--- config.mk ---
export PLATFORM = sky130hd
export DESIGN_NAME = worker_lease_table_top_flat
export DESIGN_NICKNAME = d
export VERILOG_FILES = /design/src/rtl/wlt_pkg.sv /design/src/rtl/wlt_if.sv /design/src/rtl/wlt_cell.sv /design/src/rtl/worker_lease_table_top.sv /design/src/flat_wrapper.sv
export SDC_FILE = /design/constraint.sdc
export NUM_CORES = 1
export LEC_CHECK = 0
export ABC_AREA = 1
export ABC_CLOCK_PERIOD_IN_PS = 15200
export BUFFER_PORTS_ARGS = -buffer_cell sky130_fd_sc_hd__buf_2
export CORE_ASPECT_RATIO = 0.6
export CORE_MARGIN = 10
export CORE_UTILIZATION = 46
export CTS_CLUSTER_SIZE = 24
export DETAILED_ROUTE_END_ITERATION = 7
export GPL_ROUTABILITY_DRIVEN = 0
export MAX_ROUTING_LAYER = met4
export PLACE_DENSITY = 0.63
export SETUP_SLACK_MARGIN = 0.4
export SYNTH_ARGS = -nofsm -noshare
export SYNTH_HDL_FRONTEND = slang
export SYNTH_HIERARCHICAL = 1
export SYNTH_SLANG_ARGS = --single-unit
export TNS_END_PERCENT = 10
--- constraint.sdc ---
create_clock -name i_clk -period 15.2 [get_ports i_clk]
set_input_delay 4.56 -clock i_clk [delete_from_list [all_inputs] [get_ports i_clk]]
set_output_delay 4.56 -clock i_clk [all_outputs]
set_load 0.02 [all_outputs]
--- src/rtl/wlt_pkg.sv ---
// ----------------------------------------------------------------------------
// wlt_pkg: shared types and constants for the worker lease table
// Entry count, field widths, command and result codes, entry and sequencer states
// and the structs that pass between the control logic and the row of table cells.
// ----------------------------------------------------------------------------
package wlt_pkg;

    // Table geometry
    localparam int ENTRIES = 8;
    localparam int IDX_W   = (ENTRIES > 1) ? $clog2(ENTRIES) : 1;

    // Field widths
    localparam int AGE_W  = 6;
    localparam int ADDR_W = 8;
    localparam int CNT_W  = 4;
    localparam int SLOT_W = 3;

    localparam logic [AGE_W-1:0] AGE_MAX         = {AGE_W{1'b1}};
    localparam logic [AGE_W-1:0] AGE_LIMIT_RESET = AGE_W'(6);
    localparam logic [CNT_W-1:0] CNT_MAX         = {CNT_W{1'b1}};

    // Command kinds
    typedef enum logic [1:0] {
        KIND_HEARTBEAT = 2'd0,
        KIND_FINISH    = 2'd1,
        KIND_CHECKOUT  = 2'd2,
        KIND_TICK      = 2'd3
    } t_kind;

    // Result status codes
    typedef enum logic [2:0] {
        STS_REFRESHED = 3'd0,
        STS_ADDED     = 3'd1,
        STS_FULL      = 3'd2,
        STS_FINISHED  = 3'd3,
        STS_NOT_FOUND = 3'd4,
        STS_CLAIMED   = 3'd5,
        STS_NONE_IDLE = 3'd6,
        STS_TICKED    = 3'd7
    } t_status;

    // Entry states
    typedef enum logic [1:0] {
        ENT_FREE    = 2'd0,
        ENT_IDLE    = 2'd1,
        ENT_RUNNING = 2'd2
    } t_ent_state;

    // Control sequencer states
    typedef enum logic [1:0] {
        FSM_IDLE  = 2'd0,
        FSM_EVAL  = 2'd1,
        FSM_APPLY = 2'd2
    } t_fsm;

    // Command broadcast to every cell
    typedef struct packed {
        t_kind              kind;
        logic               apply;
        logic               any_match;
        logic [ADDR_W-1:0]  addr_hi;
        logic [ADDR_W-1:0]  addr_lo;
        logic [AGE_W-1:0]   age_limit;
    } t_cell_cmd;

    // Data handed from one cell to the next
    typedef struct packed {
        logic               taken;
        logic               any_match;
        logic [IDX_W-1:0]   slot;
        logic [ADDR_W-1:0]  addr_hi;
        logic [ADDR_W-1:0]  addr_lo;
        logic [CNT_W-1:0]   expired;
    } t_chain;

    // Registered result
    typedef struct packed {
        t_status            status;
        logic [SLOT_W-1:0]  slot;
        logic [ADDR_W-1:0]  worker_hi;
        logic [ADDR_W-1:0]  worker_lo;
        logic [CNT_W-1:0]   expired;
    } t_result;

endpackage

--- src/rtl/wlt_if.sv ---
// ----------------------------------------------------------------------------
// wlt_if: command and result channels of the worker lease table
// Valid/ready channels; a transfer takes place when valid and ready are high.
// ----------------------------------------------------------------------------
interface wlt_in_if;
    logic       valid;
    logic       ready;
    logic [1:0] kind;
    logic [7:0] addr_hi;
    logic [7:0] addr_lo;

    modport source (output valid, output kind, output addr_hi, output addr_lo,
                    input ready);
    modport sink   (input valid, input kind, input addr_hi, input addr_lo,
                    output ready);
endinterface

interface wlt_out_if;
    logic       valid;
    logic       ready;
    logic [2:0] status;
    logic [2:0] slot;
    logic [7:0] worker_hi;
    logic [7:0] worker_lo;
    logic [3:0] expired;

    modport source (output valid, output status, output slot, output worker_hi,
                    output worker_lo, output expired, input ready);
    modport sink   (input valid, input status, input slot, input worker_hi,
                    input worker_lo, input expired, output ready);
endinterface

--- src/rtl/wlt_cell.sv ---
// ----------------------------------------------------------------------------
// wlt_cell: one entry of the worker lease table
// Holds state, age and address of one worker, takes part in the lowest-index
// priority chain and adds its expiry to the running count.
// ----------------------------------------------------------------------------
module wlt_cell (
    input  logic                              i_clk,
    input  logic                              i_rst_n,
    input  logic [wlt_pkg::IDX_W-1:0]         i_idx,
    input  wlt_pkg::t_cell_cmd                i_cmd,
    input  wlt_pkg::t_chain                   i_chain,
    output wlt_pkg::t_chain                   o_chain,
    output logic                              o_grant
);

    wlt_pkg::t_ent_state              r_state;
    logic [wlt_pkg::AGE_W-1:0]        r_age;
    logic [wlt_pkg::ADDR_W-1:0]       r_addr_hi;
    logic [wlt_pkg::ADDR_W-1:0]       r_addr_lo;

    logic live;
    logic match;
    logic sel;
    logic grant;
    logic expire;

    // Local compare against the command
    always_comb begin
        live   = (r_state != wlt_pkg::ENT_FREE);
        match  = live && (r_addr_hi == i_cmd.addr_hi) && (r_addr_lo == i_cmd.addr_lo);
        expire = (i_cmd.kind == wlt_pkg::KIND_TICK) && live && (r_age > i_cmd.age_limit);
        unique case (i_cmd.kind)
            wlt_pkg::KIND_HEARTBEAT: begin
                sel = i_cmd.any_match ? match : (r_state == wlt_pkg::ENT_FREE);
            end
            wlt_pkg::KIND_FINISH: begin
                sel = match;
            end
            wlt_pkg::KIND_CHECKOUT: begin
                sel = (r_state == wlt_pkg::ENT_IDLE);
            end
            default: begin
                sel = 1'b0;
            end
        endcase
        grant = sel && !i_chain.taken;
    end

    // Pass the chain on to the next cell
    always_comb begin
        o_chain.taken     = i_chain.taken | sel;
        o_chain.any_match = i_chain.any_match | match;
        o_chain.slot      = grant ? i_idx : i_chain.slot;
        o_chain.addr_hi   = grant ? r_addr_hi : i_chain.addr_hi;
        o_chain.addr_lo   = grant ? r_addr_lo : i_chain.addr_lo;
        if (expire && (i_chain.expired != wlt_pkg::CNT_MAX)) begin
            o_chain.expired = i_chain.expired + wlt_pkg::CNT_W'(1);
        end else begin
            o_chain.expired = i_chain.expired;
        end
        o_grant = grant;
    end

    // Update the entry when the command is applied
    always_ff @(posedge i_clk) begin
        if (!i_rst_n) begin
            r_state <= wlt_pkg::ENT_FREE;
        end else if (i_cmd.apply) begin
            unique case (i_cmd.kind)
                wlt_pkg::KIND_HEARTBEAT: begin
                    if (grant) begin
                        r_age <= '0;
                        if (!i_cmd.any_match) begin
                            r_state   <= wlt_pkg::ENT_IDLE;
                            r_addr_hi <= i_cmd.addr_hi;
                            r_addr_lo <= i_cmd.addr_lo;
                        end
                    end
                end
                wlt_pkg::KIND_FINISH: begin
                    if (grant) begin
                        r_state <= wlt_pkg::ENT_IDLE;
                        r_age   <= '0;
                    end
                end
                wlt_pkg::KIND_CHECKOUT: begin
                    if (grant) begin
                        r_state <= wlt_pkg::ENT_RUNNING;
                    end
                end
                default: begin
                    if (expire) begin
                        r_state <= wlt_pkg::ENT_FREE;
                    end else if (live && (r_age < wlt_pkg::AGE_MAX)) begin
                        r_age <= r_age + wlt_pkg::AGE_W'(1);
                    end
                end
            endcase
        end
    end

endmodule

--- src/rtl/worker_lease_table_top.sv ---
// ----------------------------------------------------------------------------
// worker_lease_table_top: worker lease table
// A row of entry cells under a small sequencer that evaluates one command at
// a time and registers one result per command.
// ----------------------------------------------------------------------------
//  channel | direction | payload
//  i_in    | in        | kind, addr_hi, addr_lo
//  o_out   | out       | status, slot, worker_hi, worker_lo, expired
//  cfg     | in        | i_cfg_we, i_cfg_wdata (age_limit)
//
//  Each command has an evaluate step to gather the address match over the
//  cell row and an apply step to run the priority chain and update cells.
//  A new command is accepted in the cycle its predecessor is applied.
//  The result register holds one result; a stalled result holds the
//  command in the apply step until the result is taken.
//  Synchronous active-low reset frees all entries and sets age_limit to 6.
// ----------------------------------------------------------------------------
module worker_lease_table_top (
    input  logic         i_clk,
    input  logic         i_rst_n,
    wlt_in_if.sink       i_in,
    wlt_out_if.source    o_out,
    input  logic         i_cfg_we,
    input  logic [5:0]   i_cfg_wdata
);

    wlt_pkg::t_fsm                    r_fsm;
    wlt_pkg::t_fsm                    n_fsm;
    wlt_pkg::t_kind                   r_kind;
    logic [wlt_pkg::ADDR_W-1:0]       r_addr_hi;
    logic [wlt_pkg::ADDR_W-1:0]       r_addr_lo;
    logic                             r_any_match;
    logic [wlt_pkg::AGE_W-1:0]        r_age_limit;
    wlt_pkg::t_result                 r_out;
    wlt_pkg::t_result                 n_out;
    logic                             r_out_valid;

    logic                             in_ready;
    logic                             accept;
    logic                             fire;
    wlt_pkg::t_cell_cmd               cmd;
    wlt_pkg::t_chain                  chain [wlt_pkg::ENTRIES+1];
    logic [wlt_pkg::ENTRIES-1:0]      grants;
    logic [wlt_pkg::IDX_W+2:0]        slot_ext;

    // Row of entry cells
    assign chain[0] = '0;

    for (genvar g = 0; g < wlt_pkg::ENTRIES; g++) begin : g_cell
        wlt_cell u_cell (
            .i_clk   (i_clk),
            .i_rst_n (i_rst_n),
            .i_idx   (wlt_pkg::IDX_W'(g)),
            .i_cmd   (cmd),
            .i_chain (chain[g]),
            .o_chain (chain[g+1]),
            .o_grant (grants[g])
        );
    end

    // Sequencer outputs
    always_comb begin
        fire     = (r_fsm == wlt_pkg::FSM_APPLY) && (!r_out_valid || o_out.ready);
        in_ready = (r_fsm == wlt_pkg::FSM_IDLE) || fire;
        accept   = i_in.valid && in_ready;
    end

    // Sequencer next state
    always_comb begin
        unique case (r_fsm)
            wlt_pkg::FSM_IDLE: begin
                n_fsm = accept ? wlt_pkg::FSM_EVAL : wlt_pkg::FSM_IDLE;
            end
            wlt_pkg::FSM_EVAL: begin
                n_fsm = wlt_pkg::FSM_APPLY;
            end
            wlt_pkg::FSM_APPLY: begin
                if (fire) begin
                    n_fsm = accept ? wlt_pkg::FSM_EVAL : wlt_pkg::FSM_IDLE;
                end else begin
                    n_fsm = wlt_pkg::FSM_APPLY;
                end
            end
            default: begin
                n_fsm = wlt_pkg::FSM_IDLE;
            end
        endcase
    end

    always_ff @(posedge i_clk) begin
        if (!i_rst_n) begin
            r_fsm <= wlt_pkg::FSM_IDLE;
        end else begin
            r_fsm <= n_fsm;
        end
    end

    // Command broadcast
    always_comb begin
        cmd.kind      = r_kind;
        cmd.apply     = fire;
        cmd.any_match = r_any_match;
        cmd.addr_hi   = r_addr_hi;
        cmd.addr_lo   = r_addr_lo;
        cmd.age_limit = r_age_limit;
    end

    // Capture the command on transfer, the match summary in the evaluate step
    always_ff @(posedge i_clk) begin
        if (accept) begin
            r_kind    <= wlt_pkg::t_kind'(i_in.kind);
            r_addr_hi <= i_in.addr_hi;
            r_addr_lo <= i_in.addr_lo;
        end
        if (r_fsm == wlt_pkg::FSM_EVAL) begin
            r_any_match <= chain[wlt_pkg::ENTRIES].any_match;
        end
    end

    // Age limit register
    always_ff @(posedge i_clk) begin
        if (!i_rst_n) begin
            r_age_limit <= wlt_pkg::AGE_LIMIT_RESET;
        end else if (i_cfg_we) begin
            r_age_limit <= i_cfg_wdata;
        end
    end

    // Build the result from the chain end
    assign slot_ext = {3'b000, chain[wlt_pkg::ENTRIES].slot};

    always_comb begin
        n_out           = '0;
        n_out.status    = wlt_pkg::STS_TICKED;
        unique case (r_kind)
            wlt_pkg::KIND_HEARTBEAT: begin
                if (chain[wlt_pkg::ENTRIES].taken) begin
                    n_out.status    = r_any_match ? wlt_pkg::STS_REFRESHED
                                                  : wlt_pkg::STS_ADDED;
                    n_out.slot      = slot_ext[2:0];
                    n_out.worker_hi = r_addr_hi;
                    n_out.worker_lo = r_addr_lo;
                end else begin
                    n_out.status = wlt_pkg::STS_FULL;
                end
            end
            wlt_pkg::KIND_FINISH: begin
                if (chain[wlt_pkg::ENTRIES].taken) begin
                    n_out.status    = wlt_pkg::STS_FINISHED;
                    n_out.slot      = slot_ext[2:0];
                    n_out.worker_hi = r_addr_hi;
                    n_out.worker_lo = r_addr_lo;
                end else begin
                    n_out.status = wlt_pkg::STS_NOT_FOUND;
                end
            end
            wlt_pkg::KIND_CHECKOUT: begin
                if (chain[wlt_pkg::ENTRIES].taken) begin
                    n_out.status    = wlt_pkg::STS_CLAIMED;
                    n_out.slot      = slot_ext[2:0];
                    n_out.worker_hi = chain[wlt_pkg::ENTRIES].addr_hi;
                    n_out.worker_lo = chain[wlt_pkg::ENTRIES].addr_lo;
                end else begin
                    n_out.status = wlt_pkg::STS_NONE_IDLE;
                end
            end
            default: begin
                n_out.status  = wlt_pkg::STS_TICKED;
                n_out.expired = chain[wlt_pkg::ENTRIES].expired;
            end
        endcase
    end

    // Result register
    always_ff @(posedge i_clk) begin
        if (!i_rst_n) begin
            r_out_valid <= 1'b0;
        end else if (fire) begin
            r_out_valid <= 1'b1;
        end else if (o_out.ready) begin
            r_out_valid <= 1'b0;
        end
    end

    always_ff @(posedge i_clk) begin
        if (fire) begin
            r_out <= n_out;
        end
    end

    // Drive the channels
    assign i_in.ready      = in_ready;
    assign o_out.valid     = r_out_valid;
    assign o_out.status    = r_out.status;
    assign o_out.slot      = r_out.slot;
    assign o_out.worker_hi = r_out.worker_hi;
    assign o_out.worker_lo = r_out.worker_lo;
    assign o_out.expired   = r_out.expired;

`ifndef SYNTHESIS
    a_one_grant: assert property (@(posedge i_clk) disable iff (!i_rst_n)
        fire |-> $onehot0(grants))
        else $error("more than one cell granted");

    a_accept_state: assert property (@(posedge i_clk) disable iff (!i_rst_n)
        (i_in.valid && i_in.ready) |=> (r_fsm == wlt_pkg::FSM_EVAL))
        else $error("accepted command not evaluated next");

    a_no_overwrite: assert property (@(posedge i_clk) disable iff (!i_rst_n)
        (r_out_valid && !o_out.ready) |-> !fire)
        else $error("result register overwritten while stalled");

    a_expired_tick: assert property (@(posedge i_clk) disable iff (!i_rst_n)
        (r_out_valid && (r_out.expired != '0)) |->
            (r_out.status == wlt_pkg::STS_TICKED))
        else $error("expired count on a non-tick result");

    a_apply_follows_eval: assert property (@(posedge i_clk) disable iff (!i_rst_n)
        (r_fsm == wlt_pkg::FSM_EVAL) |=> (r_fsm == wlt_pkg::FSM_APPLY))
        else $error("evaluate step not followed by apply");
`endif

endmodule
--- src/flat_wrapper.sv ---
// flat-port wrapper written by rule: the top's interface ports become plain ports
module worker_lease_table_top_flat 
  (i_clk, i_rst_n, i_cfg_we, i_cfg_wdata, i_in_valid, i_in_kind, i_in_addr_hi, i_in_addr_lo, i_in_ready, o_out_valid, o_out_status, o_out_slot, o_out_worker_hi, o_out_worker_lo, o_out_expired, o_out_ready);
  wlt_in_if i_in_i ();
  wlt_out_if o_out_i ();
  input  logic i_clk;
  input  logic i_rst_n;
  input  logic i_cfg_we;
  input  logic [5:0] i_cfg_wdata;
  input wire logic [$bits(i_in_i.valid)-1:0] i_in_valid;
  input wire logic [$bits(i_in_i.kind)-1:0] i_in_kind;
  input wire logic [$bits(i_in_i.addr_hi)-1:0] i_in_addr_hi;
  input wire logic [$bits(i_in_i.addr_lo)-1:0] i_in_addr_lo;
  output wire logic [$bits(i_in_i.ready)-1:0] i_in_ready;
  output wire logic [$bits(o_out_i.valid)-1:0] o_out_valid;
  output wire logic [$bits(o_out_i.status)-1:0] o_out_status;
  output wire logic [$bits(o_out_i.slot)-1:0] o_out_slot;
  output wire logic [$bits(o_out_i.worker_hi)-1:0] o_out_worker_hi;
  output wire logic [$bits(o_out_i.worker_lo)-1:0] o_out_worker_lo;
  output wire logic [$bits(o_out_i.expired)-1:0] o_out_expired;
  input wire logic [$bits(o_out_i.ready)-1:0] o_out_ready;
  assign i_in_i.valid = i_in_valid;
  assign i_in_i.kind = i_in_kind;
  assign i_in_i.addr_hi = i_in_addr_hi;
  assign i_in_i.addr_lo = i_in_addr_lo;
  assign i_in_ready = i_in_i.ready;
  assign o_out_valid = o_out_i.valid;
  assign o_out_status = o_out_i.status;
  assign o_out_slot = o_out_i.slot;
  assign o_out_worker_hi = o_out_i.worker_hi;
  assign o_out_worker_lo = o_out_i.worker_lo;
  assign o_out_expired = o_out_i.expired;
  assign o_out_i.ready = o_out_ready;
  worker_lease_table_top u_core (.i_clk(i_clk), .i_rst_n(i_rst_n), .i_in(i_in_i), .o_out(o_out_i), .i_cfg_we(i_cfg_we), .i_cfg_wdata(i_cfg_wdata));
endmodule
* Word level (Yosys, flattened, before mapping)
Index checks and enable logic that the tools add are counted.
** Word-level totals
- Flip-flop bits (word level) :: 246
- Latch bits :: 0
- RAM bits :: 0
- Memory bits (read-only) :: 0
- Bits of input ports :: 29
- Output and inout port bits :: 28
- Word-level logic and storage cells :: 428
- Memories kept :: 0
** Cells by class
- Add/subtract/negate cells :: 15
- Multipliers :: 0
- Divide/modulo/power cells :: 0
- $lt $le $gt $ge :: 16
- Equality and inequality tests :: 77
- Shifts and indexed selects :: 0
- Multiplexer cells :: 133
- Bitwise gates (word level) :: 16
- Reduce and logical (&&, ||, !) cells :: 127
** Operators by type and width (count)
- two-way mux 6 bit :: 24
- equality test 8 bit :: 16
- two-way mux 8 bit :: 16
- case mux 6 bit (2 select lines) :: 8
- AND reduction 6 bit :: 16
- two-way mux 2 bit :: 35
- != test 2 bit, second input constant :: 33
- logical AND 1 bit :: 56
- case mux 2 bit (3 select lines) :: 9
- adder 6 x 1 -> 6 bit, second input constant :: 8
- > comparator 6 bit :: 8
- less-than comparator 6 bit, second input constant :: 8
- AND reduction 5 bit :: 8
- two-way mux 19 bit :: 2
- case mux 19 bit (2 select lines) :: 1
- nonzero test 2 bit :: 17
- nonzero test 4 bit :: 8
- adder 4 x 1 -> 4 bit, second input constant :: 7
- two-way mux 4 bit :: 7
- != test 4 bit, second input constant :: 7
- two-way mux 3 bit :: 8
- case mux 1 bit (3 select lines) :: 8
- equality test 2 x 1 -> 1 bit, second input constant :: 10
- logical NOT 2 bit :: 10
- 10 further kinds :: 54

* Logic depth before layout (Yosys ltp)
- Depth after elaboration :: 25
- Depth in mapped cells :: 47
- Gate-level depth less buffers :: 47

* Cells and area by module
The synthesis kept the hierarchy.
** Modules (own cells, without submodules)
- wlt_cell at u_core.g_cell[0].u_cell ... :: times used 5, cells each 232, area an instance 1734.2 um^2, sequential area each 700.7 um^2
- wlt_cell at u_core.g_cell[6].u_cell ... :: times used 2, cells each 241, area an instance 1779.2 um^2, sequential area each 700.7 um^2
- worker_lease_table_top :: times used 1, cells each 169, area an instance 2073.2 um^2, sequential area each 1531.5 um^2
- wlt_cell at u_core.g_cell[5].u_cell :: times used 1, cells each 244, area an instance 1778.0 um^2, sequential area each 700.7 um^2

* Worst setup path before layout
Ideal clock, no wire load.
- Path kind :: input-to-output
- From :: input o_out_ready
- To :: output i_in_ready
- Arrival time :: 5.044 ns
- Data required time :: 10.640 ns
- Setup slack :: 5.596 ns
- Cell stages on the path :: 4
- Buffers on the path :: 0
- Path through :: inv_1 nand2_1 inv_1 a21oi_1
** Between the ends
- Word-level cells in the longest chain between the ends :: 3
** Ends and longest elaborated chain
- start: declaration :: line flat_wrapper.sv:21 : input wire logic [$bits(o_out_i.ready)-1:0] o_out_ready;
- logical OR 1 bit :: line worker_lease_table_top.sv:63 : fire = (r_fsm == wlt_pkg::FSM_APPLY) && (!r_out_valid || o_out.ready);
- logical AND 1 bit :: line worker_lease_table_top.sv:63
- logical OR 1 bit :: line worker_lease_table_top.sv:64 : in_ready = (r_fsm == wlt_pkg::FSM_IDLE) || fire;
- end: declaration :: line flat_wrapper.sv:14 : output wire logic [$bits(i_in_i.ready)-1:0] i_in_ready;
No other way between the ends.

* Final worst setup path
Same ends and word-level chain as after synthesis.

==> metrics.txt <==
area grow syn2layout 10.7%; Total GRT Usage 0.172; Area after DPL 16,900 um2; P_leak 0.00849 uW; Setup WS post-layout 5.44 ns; RSZ-0062 raised after global routing no; cts bufs inserted 25; Final Net Count 2,263; Hold EP u_core/g_cell[2].u_cell/r_state[1]; Net Switching 405 uW; drt initial violations 908; layout cell share with drive strength beyond 1 0.109; PwrDens 90.4 nW/um2; Hold Path Class register to register; vias in the first global route 11,993; Design Power 1610 uW; critical path launch point type primary input; TNS Setup 0 ns; fmax 0.102 GHz; Simple-Gate Fraction of Synth Area 0.282; input/output buffers 56; FF+latch count, synth 246; area of the multi-input gates 7630 um2; CTS Sinks 246; hold_buf cts 0; Slew headroom 0.197; die area 43,100 um2; R2R Path Start u_core/r_age_limit[5]; Initial Util 0.472; H-Tree Depth 1; Worst Path Buf+Inv 4; Worst Path Max Fanout 2; Setup Crit Path Kind primary input to output port; # Post-CTS Setup Buffers 0; critical path capture point type output port; Remaining DRCs 0; Final Critical Period 9.76 ns; Finished Core Util 0.522; clk slew on worst S/H paths 0.07 ns; width of the die 261 um; period utilization 0.642; max-slew violations 0; FF-to-FF setup slack 8.27 ns; n_diodes 0; Vias 12,749; worst-margin pin slew 1.20 ns; switching part of the total 0.252; hold depth 2; Clock Tree Buf Depth 3; area leader, netlist edfxtp_1; Logic pwr share 0.115; Flop pwr share 0.473; routed wire length per instance 13.7 um; internal power 1200 uW; first-pass GRT wire length 59,500 um; xor/xnor cell area share of the yosys netlist 0.0430; pin count of the biggest net entering global routing 54; grt total ovfl 0; Synth Cell Area 16,100 um2; Reg area 7140 um2; cts repair resizes 0; hold path start u_core/g_cell[2].u_cell/r_state[1]; Crit path max-delay family buffers and inverters; commonest non-fill, non-tap cell in the layout nand2_1; initial antenna violation count 0; # setup viols final 0; TritonCTS clock tree yes; synth top area cells edfxtp_1, nand2_1, inv_1; clk_lat worst skew 0.55 ns; adder-cell share of the synthesized area 0.0498; delay of the slowest critical-path stage 0.19 ns; cell count after synthesis 2,055; compound-cell area share of the yosys netlist 0.0858; RR Endpoint u_core/o_out.expired[2]; mux cell area share after synthesis 0; post-synthesis sequential area ratio 0.444; yosys warns 6; R2R cell count 38; MaxCap Viol Count 0; Final Routed Wirelength 36,200 um; Post-DRT Antenna Nets 0; root buf cell clkbuf_16; Worst Path Arrival 5.20 ns; outcome finished, final reports clean; highest-delay cell along the critical path buf_2; clk_skew 0.0160 ns; Worst VDD drop 0.101 mV; WP data required 10.64 ns; Clock power frac 0.412; post-route cell area 17,800 um2; final hold violations 0; Place WS 5.40 ns; Synth cell types 38; most frequent cells in the layout nand2_1, inv_1, edfxtp_1; vias per cell 4.82; fill count 3,208; Mean Syn Cell Area 7.83 um2; Chip Height 165 um; core area 34,100 um2; hpwl dp 27,200 um; combinational family with the most area after synthesis simple AND/OR/NAND/NOR gates; Detailed Routing Iterations Pass 1 5; crit-path cells buf_2 -> inv_1 -> nand2_1 -> inv_1 -> a21oi_1 -> buf_2; Row Count 52; IO Pins 57; area fraction of the dominant cell type after synthesis 0.413
[Yosys cell counts, drive strengths merged]
cell    count
nor2      216
a31o        8
a21o        5
ha         64
o211ai     19
nor3       16
and3        3
a31oi      18
o21ai     120
conb        2
a22oi       1
xor2       21
o31ai       3
nand3b      8
a21oi      54
edfxtp    221
xnor2      58
inv       327
nand3      46
nand2     748
nor4        5
nor3b       5
nand4      27
buf        35
dfxtp      25
[layer usage]
layer  vias to the layer above  global-route usage  routed length [um]
li1                       6748                   -                   -
met1                      5660               0.259               19500
met2                       298               0.238               14100
met3                        43              0.0238                1930
met4                         0              0.0369                 612
met5                         -                   -                   0
[cells by family after synthesis]
family	Yosys count
AO/OA/AOI/OAI	228
XOR/XNOR	79
adder cells (fa/ha/maj)	64
buffers and inverters	362
flip-flops	246
other	2
AND/OR/NAND/NOR	1074
[state kept, by name, indices dropped and copies added (netlist names), 3 cells and up]
register / count
u_core/r_addr_lo: 8
u_core/o_out.worker_lo: 8
u_core/g_cell.u_cell/r_addr_lo: 64
u_core/g_cell.u_cell/r_addr_hi: 64
u_core/g_cell.u_cell/r_state: 16
u_core/r_age_limit: 6
u_core/o_out.slot: 3
u_core/r_addr_hi: 8
u_core/g_cell.u_cell/r_age: 48
u_core/o_out.expired: 4
u_core/o_out.worker_hi: 8
u_core/o_out.status: 3
[power groups by stage]
stage	Combinational, uW	Clock [uW]	Sequential (uW)
after floorplan	129	0	779
after global placement	178	0	775
after detailed placement	183	0	776
after CTS	184	679	761
after global routing	213	706	763
final	186	663	761
[worst max path at each step]
| stage | startpoint | depth (start not counted) | slack (ns) | to |
|---|---|---|---|---|
| after detailed placement | o_out_ready | 6 | 5.40 | i_in_ready |
| after CTS | o_out_ready | 6 | 5.40 | i_in_ready |
| after global placement | o_out_ready | 6 | 5.44 | i_in_ready |
| final | o_out_ready | 6 | 5.44 | i_in_ready |
| after floorplan | o_out_ready | 4 | 5.60 | i_in_ready |
| after global routing | o_out_ready | 6 | 5.33 | i_in_ready |
[cell type report]
type,instances,share of cell area
clock buffer,31,0.0375
clock inverter,13,0.0108
inverter,327,0.0689
multi-input combinational,1501,0.429
sequential,246,0.401
tap,459,0.0323
timing repair buffer,69,0.0212
[worst min-delay path: stages (launching register included)]
cell,delay (ns)
dfxtp_1,0.32
nand2_1,0.06
a21oi_1,0.05
[through the flow]
step | hold WS, ns | std cells
6_report | 0.481 | 2646
5_1_grt | 0.492 | 2646
4_1_cts | 0.480 | 2646
3_5_place_dp | 0.471 | 2602
3_3_place_gp | 0.466 | 2602
2_1_floorplan | 0.449 | 2109
No activity file was read; power rests on OpenSTA's default activity.
